$ cat config.mk
export PLATFORM = sky130hd
export DESIGN_NAME = tick_sample_timestamp_tracker
export DESIGN_NICKNAME = d
export VERILOG_FILES = /design/src/rtl/tstt_pkg.sv /design/src/rtl/tstt_mul.sv /design/src/rtl/tstt_div.sv /design/src/rtl/tick_sample_timestamp_tracker.sv
export SDC_FILE = /design/constraint.sdc
export NUM_CORES = 2
export LEC_CHECK = 0
export ABC_CLOCK_PERIOD_IN_PS = 11500
export BUFFER_PORTS_ARGS = -buffer_cell sky130_fd_sc_hd__buf_2
export CAP_MARGIN = 30
export CORE_ASPECT_RATIO = 1.1
export CORE_UTILIZATION = 65
export DETAILED_ROUTE_END_ITERATION = 8
export PLACE_DENSITY = 0.88
export SLEW_MARGIN = 30
export SYNTH_ARGS = -nofsm -noshare
export SYNTH_HDL_FRONTEND = slang
export SYNTH_SLANG_ARGS = --single-unit
$ cat constraint.sdc
create_clock -name clk -period 11.5 [get_ports clk]
set_clock_uncertainty 0.1 [all_clocks]
set_input_delay 0.575 -clock clk [delete_from_list [all_inputs] [get_ports clk]]
set_output_delay 0.575 -clock clk [all_outputs]
set_load 0.02 [all_outputs]
$ cat src/rtl/tstt_pkg.sv
package tstt_pkg;

    // Operation codes carried in the input tuser field
    localparam logic [1:0] OP_ADV_SAMPLES = 2'd0;
    localparam logic [1:0] OP_ADV_TICKS   = 2'd1;
    localparam logic [1:0] OP_CLEAR       = 2'd2;

    // Configuration register indexes
    localparam logic [1:0] REG_SAMPLE_RATE = 2'd0;
    localparam logic [1:0] REG_TEMPO_BPM   = 2'd1;
    localparam logic [1:0] REG_TPQN        = 2'd2;

    // Field and register widths
    localparam int POS_W   = 32;
    localparam int RATE_W  = 19;
    localparam int BPM_W   = 16;
    localparam int TPQN_W  = 15;
    localparam int CFG_W   = 19;
    localparam int RATE60_W = 25;
    localparam int SCALE_W = 31;
    localparam int PROD_W  = POS_W + SCALE_W;

    // The divider retires one quotient bit per cycle over the whole product
    localparam int DIV_STEPS = PROD_W;
    localparam int DIV_CNT_W = $clog2(DIV_STEPS);

    // Register values after reset
    localparam logic [RATE_W-1:0] RESET_RATE = RATE_W'(44100);
    localparam logic [BPM_W-1:0]  RESET_BPM  = BPM_W'(120);
    localparam logic [TPQN_W-1:0] RESET_TPQN = TPQN_W'(480);

endpackage

$ cat src/rtl/tstt_mul.sv
module tstt_mul
(
    input  logic                            clk,
    input  logic [tstt_pkg::POS_W-1:0]      a,
    input  logic [tstt_pkg::SCALE_W-1:0]    b,
    output logic [tstt_pkg::PROD_W-1:0]     product
);

    logic [tstt_pkg::PROD_W-1:0] product_reg;

    // Shared unsigned multiplier with a registered product
    always_ff @(posedge clk)
    begin
        product_reg <= tstt_pkg::PROD_W'(a) * tstt_pkg::PROD_W'(b);
    end

    assign product = product_reg;

endmodule

$ cat src/rtl/tstt_div.sv
module tstt_div
(
    input  logic                            clk,
    input  logic                            rst_n,
    input  logic                            start,
    input  logic [tstt_pkg::PROD_W-1:0]     dividend,
    input  logic [tstt_pkg::SCALE_W-1:0]    divisor,
    output logic                            done,
    output logic [tstt_pkg::POS_W-1:0]      quotient
);

    logic                               busy_reg;
    logic                               busy_next;
    logic                               done_reg;
    logic                               done_next;
    logic [tstt_pkg::DIV_CNT_W-1:0]     cnt_reg;
    logic [tstt_pkg::DIV_CNT_W-1:0]     cnt_next;
    logic [tstt_pkg::SCALE_W-1:0]       rem_reg;
    logic [tstt_pkg::SCALE_W-1:0]       rem_next;
    logic [tstt_pkg::PROD_W-1:0]        dq_reg;
    logic [tstt_pkg::PROD_W-1:0]        dq_next;
    logic [tstt_pkg::SCALE_W-1:0]       div_hold_reg;
    logic [tstt_pkg::SCALE_W:0]         shifted;
    logic [tstt_pkg::SCALE_W:0]         diff;
    logic                               ge;

    // One restoring step: bring down the next dividend bit and trial-subtract
    assign shifted = {rem_reg, dq_reg[tstt_pkg::PROD_W-1]};
    assign diff    = shifted - {1'b0, div_hold_reg};
    assign ge      = (shifted >= {1'b0, div_hold_reg});

    always_comb
    begin
        busy_next = busy_reg;
        cnt_next  = cnt_reg;
        rem_next  = rem_reg;
        dq_next   = dq_reg;
        done_next = 1'b0;
        if (start)
        begin
            busy_next = 1'b1;
            cnt_next  = tstt_pkg::DIV_CNT_W'(tstt_pkg::DIV_STEPS - 1);
            rem_next  = '0;
            dq_next   = dividend;
        end
        else if (busy_reg)
        begin
            rem_next = ge ? diff[tstt_pkg::SCALE_W-1:0] : shifted[tstt_pkg::SCALE_W-1:0];
            dq_next  = {dq_reg[tstt_pkg::PROD_W-2:0], ge};
            if (cnt_reg == '0)
            begin
                busy_next = 1'b0;
                done_next = 1'b1;
            end
            else
            begin
                cnt_next = cnt_reg - 1'b1;
            end
        end
    end

    // Control state
    always_ff @(posedge clk or negedge rst_n)
    begin
        if (!rst_n)
        begin
            busy_reg <= 1'b0;
            done_reg <= 1'b0;
            cnt_reg  <= '0;
        end
        else
        begin
            busy_reg <= busy_next;
            done_reg <= done_next;
            cnt_reg  <= cnt_next;
        end
    end

    // Datapath
    always_ff @(posedge clk)
    begin
        rem_reg <= rem_next;
        dq_reg  <= dq_next;
        if (start)
        begin
            div_hold_reg <= divisor;
        end
    end

    assign done     = done_reg;
    assign quotient = dq_reg[tstt_pkg::POS_W-1:0];

endmodule

$ cat src/rtl/tick_sample_timestamp_tracker.sv
// Tick and sample timestamp tracker.
//
// The slave stream carries one transaction per position update: tuser holds
// the operation (advance samples, advance ticks, clear) and tdata the signed
// 32-bit offset. After an advance the other position is recomputed by a
// scaling of the new position: one shared 32x31 multiplier forms the
// product and a bit-serial restoring divider retires one quotient bit per
// cycle over the 63-bit product. The master stream returns one transaction
// per input with both positions.
// An advance passes through the multiplier states ST_MUL_K, ST_MUL_P and
// ST_MUL_W, the divider steps and the load of the quotient; a clear or an
// unused code goes to the result state in the next cycle.
// One item is in flight at a time; s_tready is high only while idle, so
// no new item is taken while the multiplier and divider are working.
// A stalled result stays on m_tdata until m_tready is high, and no new input is
// taken until it has gone. Reset clears both positions and loads 44100 samples/s,
// 120 bpm and 480 ticks per quarter. Configuration writes take effect on the next
// update only if the user makes them while idle; the block does not enforce this.
module tick_sample_timestamp_tracker
(
    input  logic        clk,
    input  logic        rst_n,
    input  logic        s_tvalid,
    output logic        s_tready,
    input  logic [31:0] s_tdata,   // [31:0] offset
    input  logic [1:0]  s_tuser,   // [1:0] op
    output logic        m_tvalid,
    input  logic        m_tready,
    output logic [63:0] m_tdata,   // [31:0] sample_position, [63:32] tick_position
    input  logic        cfg_we,
    input  logic [1:0]  cfg_index,
    input  logic [18:0] cfg_data
);

    typedef enum logic [2:0]
    {
        ST_IDLE,
        ST_MUL_K,
        ST_MUL_P,
        ST_MUL_W,
        ST_DIV,
        ST_OUT
    } state_t;

    state_t                             state_reg;
    state_t                             state_next;
    logic [tstt_pkg::POS_W-1:0]         sample_reg;
    logic [tstt_pkg::POS_W-1:0]         sample_next;
    logic [tstt_pkg::POS_W-1:0]         tick_reg;
    logic [tstt_pkg::POS_W-1:0]         tick_next;
    logic [1:0]                         op_reg;
    logic [tstt_pkg::RATE_W-1:0]        rate_reg;
    logic [tstt_pkg::BPM_W-1:0]         bpm_reg;
    logic [tstt_pkg::TPQN_W-1:0]        tpqn_reg;

    logic [tstt_pkg::POS_W-1:0]         mag_reg;
    logic [tstt_pkg::POS_W-1:0]         mag_next;
    logic                               neg_reg;
    logic                               neg_next;
    logic [tstt_pkg::SCALE_W-1:0]       den_reg;
    logic [tstt_pkg::SCALE_W-1:0]       den_next;

    logic [tstt_pkg::POS_W-1:0]         pos_new;
    logic [tstt_pkg::RATE60_W-1:0]      rate60;
    logic [tstt_pkg::POS_W-1:0]         mul_a;
    logic [tstt_pkg::SCALE_W-1:0]       mul_b;
    logic [tstt_pkg::PROD_W-1:0]        mul_product;
    logic                               div_start;
    logic                               div_done;
    logic [tstt_pkg::POS_W-1:0]         div_quot;
    logic [tstt_pkg::POS_W-1:0]         scaled;
    logic                               in_fire;

    assign in_fire = s_tvalid && s_tready;

    // Samples per minute: rate * 60 as (rate << 6) - (rate << 2)
    assign rate60 = {rate_reg, 6'd0} - {4'd0, rate_reg, 2'd0};

    // Signed result of the division
    assign scaled = neg_reg ? (~div_quot + 1'b1) : div_quot;

    tstt_mul u_mul
    (
        .clk     (clk),
        .a       (mul_a),
        .b       (mul_b),
        .product (mul_product)
    );

    tstt_div u_div
    (
        .clk      (clk),
        .rst_n    (rst_n),
        .start    (div_start),
        .dividend (mul_product),
        .divisor  (den_reg),
        .done     (div_done),
        .quotient (div_quot)
    );

    // Sequencer
    always_comb
    begin
        state_next  = state_reg;
        sample_next = sample_reg;
        tick_next   = tick_reg;
        mag_next    = mag_reg;
        neg_next    = neg_reg;
        den_next    = den_reg;
        div_start   = 1'b0;
        pos_new     = '0;
        mul_a       = {{(tstt_pkg::POS_W - tstt_pkg::TPQN_W){1'b0}}, tpqn_reg};
        mul_b       = {{(tstt_pkg::SCALE_W - tstt_pkg::BPM_W){1'b0}}, bpm_reg};

        case (state_reg)
            ST_IDLE:
            begin
                if (in_fire)
                begin
                    case (s_tuser)
                        tstt_pkg::OP_ADV_SAMPLES:
                        begin
                            pos_new     = sample_reg + s_tdata;
                            sample_next = pos_new;
                            state_next  = ST_MUL_K;
                        end
                        tstt_pkg::OP_ADV_TICKS:
                        begin
                            pos_new    = tick_reg + s_tdata;
                            tick_next  = pos_new;
                            state_next = ST_MUL_K;
                        end
                        tstt_pkg::OP_CLEAR:
                        begin
                            sample_next = '0;
                            tick_next   = '0;
                            state_next  = ST_OUT;
                        end
                        default:
                        begin
                            state_next = ST_OUT;
                        end
                    endcase
                    neg_next = pos_new[tstt_pkg::POS_W-1];
                    mag_next = pos_new[tstt_pkg::POS_W-1] ? (~pos_new + 1'b1) : pos_new;
                end
            end
            ST_MUL_K:
            begin
                // Multiplier forms ticks_per_quarter * tempo_bpm
                state_next = ST_MUL_P;
            end
            ST_MUL_P:
            begin
                // Multiplier forms |position| * numerator
                mul_a = mag_reg;
                if (op_reg == tstt_pkg::OP_ADV_SAMPLES)
                begin
                    mul_b    = mul_product[tstt_pkg::SCALE_W-1:0];
                    den_next = {{(tstt_pkg::SCALE_W - tstt_pkg::RATE60_W){1'b0}}, rate60};
                end
                else
                begin
                    mul_b    = {{(tstt_pkg::SCALE_W - tstt_pkg::RATE60_W){1'b0}}, rate60};
                    den_next = mul_product[tstt_pkg::SCALE_W-1:0];
                end
                state_next = ST_MUL_W;
            end
            ST_MUL_W:
            begin
                // A zero divisor gives a zero position without dividing
                if (den_reg == '0)
                begin
                    if (op_reg == tstt_pkg::OP_ADV_SAMPLES)
                    begin
                        tick_next = '0;
                    end
                    else
                    begin
                        sample_next = '0;
                    end
                    state_next = ST_OUT;
                end
                else
                begin
                    div_start  = 1'b1;
                    state_next = ST_DIV;
                end
            end
            ST_DIV:
            begin
                if (div_done)
                begin
                    if (op_reg == tstt_pkg::OP_ADV_SAMPLES)
                    begin
                        tick_next = scaled;
                    end
                    else
                    begin
                        sample_next = scaled;
                    end
                    state_next = ST_OUT;
                end
            end
            ST_OUT:
            begin
                if (m_tready)
                begin
                    state_next = ST_IDLE;
                end
            end
            default:
            begin
                state_next = ST_IDLE;
            end
        endcase
    end

    // State, positions and configuration registers
    always_ff @(posedge clk or negedge rst_n)
    begin
        if (!rst_n)
        begin
            state_reg  <= ST_IDLE;
            sample_reg <= '0;
            tick_reg   <= '0;
            op_reg     <= tstt_pkg::OP_CLEAR;
            rate_reg   <= tstt_pkg::RESET_RATE;
            bpm_reg    <= tstt_pkg::RESET_BPM;
            tpqn_reg   <= tstt_pkg::RESET_TPQN;
        end
        else
        begin
            state_reg  <= state_next;
            sample_reg <= sample_next;
            tick_reg   <= tick_next;
            if (in_fire)
            begin
                op_reg <= s_tuser;
            end
            if (cfg_we)
            begin
                case (cfg_index)
                    tstt_pkg::REG_SAMPLE_RATE: rate_reg <= cfg_data[tstt_pkg::RATE_W-1:0];
                    tstt_pkg::REG_TEMPO_BPM:   bpm_reg  <= cfg_data[tstt_pkg::BPM_W-1:0];
                    tstt_pkg::REG_TPQN:        tpqn_reg <= cfg_data[tstt_pkg::TPQN_W-1:0];
                    default:
                    begin
                    end
                endcase
            end
        end
    end

    // Operand registers for the multiply and divide
    always_ff @(posedge clk)
    begin
        mag_reg <= mag_next;
        neg_reg <= neg_next;
        den_reg <= den_next;
    end

    assign s_tready = (state_reg == ST_IDLE);
    assign m_tvalid = (state_reg == ST_OUT);
    assign m_tdata  = {tick_reg, sample_reg};

endmodule

After elaboration in Yosys (flattened, before gate mapping)
Index checks and enable logic that the tools add are counted.
Storage, ports and cells
  bits in writable memories: 0
  memories: 0
  latch bits: 0
  output and inout port bits: 66
  register bits after elaboration: 379
  bits in read-only memories: 0
  input bits: 60
  word-level logic and storage cells: 111
Operators by class
  div/mod/pow operators: 0
  multipliers: 1
  bitwise logic cells: 2
  eq/ne operators: 20
  shift operators: 0
  order comparisons: 1
  $add $sub $neg: 7
  mux-type cells: 43
  reduce and logical (&&, ||, !) cells: 18
Operator list (count)
  two-way mux 32 bit: 14
  one-hot mux 32 bit (2 select lines): 3
  one-hot mux 32 bit (3 select lines): 2
  two-way mux 63 bit: 2
  two-way mux 31 bit: 4
  adder 32 x 1 -> 32 bit (second input constant): 2
  adder 32 bit: 2
  inverter 32 bit: 2
  multiplier 32 x 31 -> 63 bit: 1
  >= comparator 32 x 31 -> 1 bit: 1
  zero test 31 bit: 1
  subtractor 31 bit: 1
  two-way mux 25 bit: 1
  subtractor 25 x 21 -> 25 bit: 1
  two-way mux 6 bit: 3
  one-hot mux 3 bit (6 select lines): 1
  AND reduction 7 bit: 2
  two-way mux 3 bit: 4
  != test 2 bit (second input constant): 6
  AND reduction 2 bit: 5
  two-way mux 1 bit: 9
  equality test 3 x 2 -> 1 bit (second input constant): 2
  equality test 3 bit (second input constant): 2
  zero test 2 bit: 3
  13 further kinds: 18

Logic depth before layout (Yosys ltp)
  depth in word-level cells: 7
  gate-level depth with buffers: 41
  mapped depth without buffers: 39

Cells and area by module
A second synthesis with hierarchy kept.
Second synthesis, totals
  cells, all modules: 6079
  area, all modules: 55286.8 um^2
By module, submodules not included
  tstt_mul: cells an instance 3617, sequential area each 1261.2 um^2, times used 1, area each 33260.6 um^2
  tick_sample_timestamp_tracker: cells an instance 1784, sequential area each 4918.5 um^2, times used 1, area each 14619.0 um^2
  tstt_div: cells an instance 678, sequential area each 3643.5 um^2, times used 1, area each 7407.1 um^2

Worst setup path after synthesis
No wires, ideal clock.
  kind: flip-flop to flip-flop
  from: register rate_reg[0] (netlist name)
  to: register u_mul.product_reg (netlist bit u_mul.product[61])
  library setup time: 0.122 ns
  clock period less this slack: 9.804 ns
  setup slack: 1.696 ns
  buffers on the path: 2
  data arrival time: 9.582 ns
  cell stages (with the launch flop): 42
  required time: 11.278 ns
  cell sequence: dfrtp_1 -> inv_1 -> ha_1 -> nor4bb_1 -> o21ai_0 -> a21boi_0 -> o2111ai_1 -> nand3_1 -> nand3_1 -> a31oi_1 -> o21ai_0 -> a21oi_1 -> o31a_1 -> clkbuf_1 -> nor2_1 -> fa_1 -> inv_1 -> fa_1 -> [... 6 more ...] -> fa_1 -> fa_1 -> inv_1 -> fa_1 -> inv_1 -> ha_1 -> clkbuf_1 -> a21o_1 -> a21o_1 -> a21o_1 -> a21o_1 -> a21o_1 -> a221o_1 -> a21oi_1 -> o21ai_1 -> a21boi_1 -> o21ai_1 -> a311o_1
On the way
  cells in the longest elaborated chain, start to end: 4
RTL lines
  from (decl): RTL line tick_sample_timestamp_tracker.sv:52  | logic [tstt_pkg::RATE_W-1:0] rate_reg;
  from (signal assigned): RTL line tick_sample_timestamp_tracker.sv:228  | rate_reg <= tstt_pkg::RESET_RATE;
  from (signal assigned): RTL line tick_sample_timestamp_tracker.sv:244  | tstt_pkg::REG_SAMPLE_RATE: rate_reg <= cfg_data[tstt_pkg::RATE_W-1:0];
  subtractor 25 x 21 -> 25 bit: RTL line tick_sample_timestamp_tracker.sv:77  | assign rate60 = {rate_reg, 6'd0} - {4'd0, rate_reg, 2'd0};
  two-way mux 31 bit: RTL line tick_sample_timestamp_tracker.sv:157  | if (op_reg == tstt_pkg::OP_ADV_SAMPLES)
  two-way mux 31 bit: RTL line tick_sample_timestamp_tracker.sv:115  | case (state_reg)
  multiplier 32 x 31 -> 63 bit: RTL line tstt_mul.sv:14  | product_reg <= tstt_pkg::PROD_W'(a) * tstt_pkg::PROD_W'(b);
  to (signal assigned): RTL line tstt_mul.sv:14
  to (decl): RTL line tstt_mul.sv:9  | logic [tstt_pkg::PROD_W-1:0] product_reg;
Every way passes these cells.
A chain may end at the register's enable or synchronous reset.

Worst setup path after layout
  from: register rate_reg[6] (netlist name)
  to: register u_mul.product_reg (netlist bit u_mul.product[62])
Same word-level chain as after synthesis.

==> summary.txt <==
Floorplan
  • Initial Utilization: 0.659
  • Num rows: 110
  • # IOs: 126
  • Die Y: 305 microns
  • Die area: 84400 sq um
  • CORE AREA: 82200 sq um
  • Die X: 277 microns

Drt
  • Final wirelength: 181 mm
  • Via density: 6.29
  • Residual DRC: 0
  • First DRT Iteration DRCs: 4825
  • Via count: 45800
  • DRT Pass-1 Iters: 9
  • WL/cell: 24.8 microns
  • Number of nets still failing antenna checks after routing: 0

Worst setup path
  • Critical path required time: 11920 ps
  • CP top delay family: adder cells
  • Critical Path Fanout Max: 11
  • Critical Path Most Common Cell: fa_1
  • Max incr delay on CP: 740 ps
  • WS Path Type: reg2reg
  • CP startpoint kind: flip-flop
  • Worst path bufs/invs: 6
  • Critical Path End Type: flip-flop
  • Crit path DAT: 11430 ps
  • Crit-path slowest cell: a211oi_4

STA
  • Fmax: 90.8 MHz
  • Slew Limit Fails: 0
  • # setup viols final: 0
  • Minimum clock period: 11010 ps
  • Period utilization: 0.957
  • Least-Margin Pin Slew: 1060 ps
  • RSZ-0062 raised after global routing: false
  • Endpoints failing hold: 0
  • Setup TNS: 0 ps
  • Final worst setup slack: 491 ps
  • Relative slew margins: 0.295

Min path
  • HP Class: in2reg

Run
  • Max_cap viols: 0

Logic synthesis
  • Ys flop type: edfxtp_1
  • Yosys reg bits: 379
  • Synth warn: 0
  • Syn nets: 7487
  • Synth top area cells: fa_1 (32%), edfxtp_1 (8.8%), ha_1 (8.5%), nand2_1 (7.6%), inv_1 (7.0%)
  • Synth Instances: 6189
  • Syn_area_per_cell: 8.75 sq um
  • Synth top area share: 0.321
  • Post-synth cell types: 99
  • Register area share after synthesis: 0.181
  • Area leader, netlist: fa_1
  • Post-synth EDFFs: 158
  • Synth Cell Area: 54100 sq um
  • Ys async rst share: 0.335

Place
  • PortBufs: 125
  • HPWL after detailed placement: 143 mm
  • Placement Cell Area: 55900 sq um
  • Setup Slack @ Placement: 277 ps
  • Routability cong.: 1.05

Global routing
  • Initial antenna violation count: 7
  • First-pass GRT wire length: 276 mm
  • Largest net degree at the start of global routing: 91
  • Gr usage total: 0.436
  • Congestion Overflow GR: 0
  • Vias in the first global route: 47400

Clocking
  • Total CTS buffers: 44
  • Sink Count: 379
  • H-tree depth: 2
  • CTS clk-pin slew, worst paths: 70 ps
  • CTS root buf: clkbuf_16
  • CTS tree: yes
  • CTS Buffer Depth: 3
  • Clock Latency Late Sink: 640 ps

Power
  • Max VDD drop: 1.04 mV
  • Overall Power: 17100 uW
  • PwrDens: 297 nW/um^2
  • P_leak: 0.0284 uW

Run status
  • Outcome: finished, final reports clean

Final layout
  • Most common cell after layout, fill and taps aside: nand2_1
  • Commonest cells after routing, fill and taps aside: nand2_1 (1091), inv_1 (1007), fa_1 (869), nor2_1 (539), ha_1 (369)
  • Net count, final: 7474
  • Final instance area: 57500 sq um
  • Finished Core Util: 0.700
  • Growth of design area from synthesis to finish: 6.28%
  • Share of layout cells above drive strength 1: 0.0699
-- where the power goes --
part           total (uW)  leakage [uW]  internal (uW)  switching, uW
Sequential           2100       0.00390           1830            269
Clock                1530      0.000735            871            660
Combinational       13500        0.0238           5240           8240
-- Yosys cell counts (14+ instances only) --
master    number
a211oi_1      45
a21o_1       100
a21oi_1      234
a31oi_1       39
and2_1       127
and3_1        50
buf_1         17
clkbuf_1     277
dfrtp_1      112
dfstp_2       15
dfxtp_1       94
edfxtp_1     158
fa_1         869
ha_1         369
inv_1       1007
mux2_2        39
mux2i_1       40
nand2_1     1092
nand2b_1      34
nand3_1       74
nand4_1       43
nor2_1       541
nor2b_1       20
nor3_1        33
nor4_1        18
o211ai_1      34
o21a_1        46
o21ai_0      192
o21bai_1      16
o221ai_1      14
o31ai_1       14
or2_2         16
or3_1         21
xnor2_1      123
xor2_1        81
-- worst reg2reg max path: cells and delay by family, from the launching register on --
| family | cells | cell delay [ps] |
|---|---|---|
| buffers and inverters | 6 | 300 |
| AOI/OAI and AO/OA | 14 | 3990 |
| xor gates and xnor gates | 2 | 330 |
| DFF | 1 | 530 |
| adders and majority gates | 10 | 4800 |
| and+or+nand+nor | 4 | 880 |
-- cells by family (layout without fill, tap and decap cells) --
family / Yosys count / after routing / synth area share
buffers and inverters: 1316 / 1339 / 0.0915
AND/OR/NAND/NOR: 2106 / 2106 / 0.168
multiplexers: 79 / 79 / 0.0155
AO/OA/AOI/OAI: 867 / 867 / 0.104
flip-flops: 379 / 379 / 0.181
adder cells (fa/ha/maj): 1238 / 1238 / 0.407
XOR/XNOR: 204 / 204 / 0.0330
other: 0 / 3 / 0
-- per-stage QoR --
stage	cells	hold WS [ps]
after detailed placement	7185	335
after CTS	7268	120
final	7279	139
after global routing	7277	133
after floorplan	6189	179
after global placement	7184	329
-- layer usage --
layer | vias to the layer above | GRT usage | part of all wire
li1 | 19600 | - | -
met1 | 22500 | 0.510 | 0.33
met2 | 2822 | 0.701 | 0.46
met3 | 866 | 0.106 | 0.11
met4 | 4 | 0.323 | 0.094
met5 | - | 0 | 0.00016
-- layout make-up --
class,count,area [sq um]
multi-input combinational,4494,39500
fill,6401,24600
sequential,379,9820
inverter,1011,3800
timing repair buffer,246,1590
tap,1064,1330
clock buffer,50,1120
clock inverter,32,397
antenna,3,7.51
-- timing repair --
| item | 4_1_cts | 5_1_grt |
|---|---|---|
| endpoints found under the setup margin | 0 | 3 |
| hold buffers | 1 | 0 |
| buffers inserted | 0 | 6 |
| gates resized for setup | 0 | 2 |
| hold endpoints to repair | 75 | 0 |
-- final timing paths --
path / start / to / slack, ps / cells after the start
max: rate_reg[6] / u_mul.product[62] / 490 / 36
min: cfg_data[0] / rate_reg[0] / 140 / 3
max reg2reg: rate_reg[6] / u_mul.product[62] / 490 / 36
min reg2reg: den_reg[4] / u_div.div_hold_reg[4] / 330 / 0
max in group asynchronous: rst_n / bpm_reg[12] / 9490 / 3
min in group asynchronous: rst_n / sample_reg[30] / 470 / 2
Power figures use the tool's default switching activity.
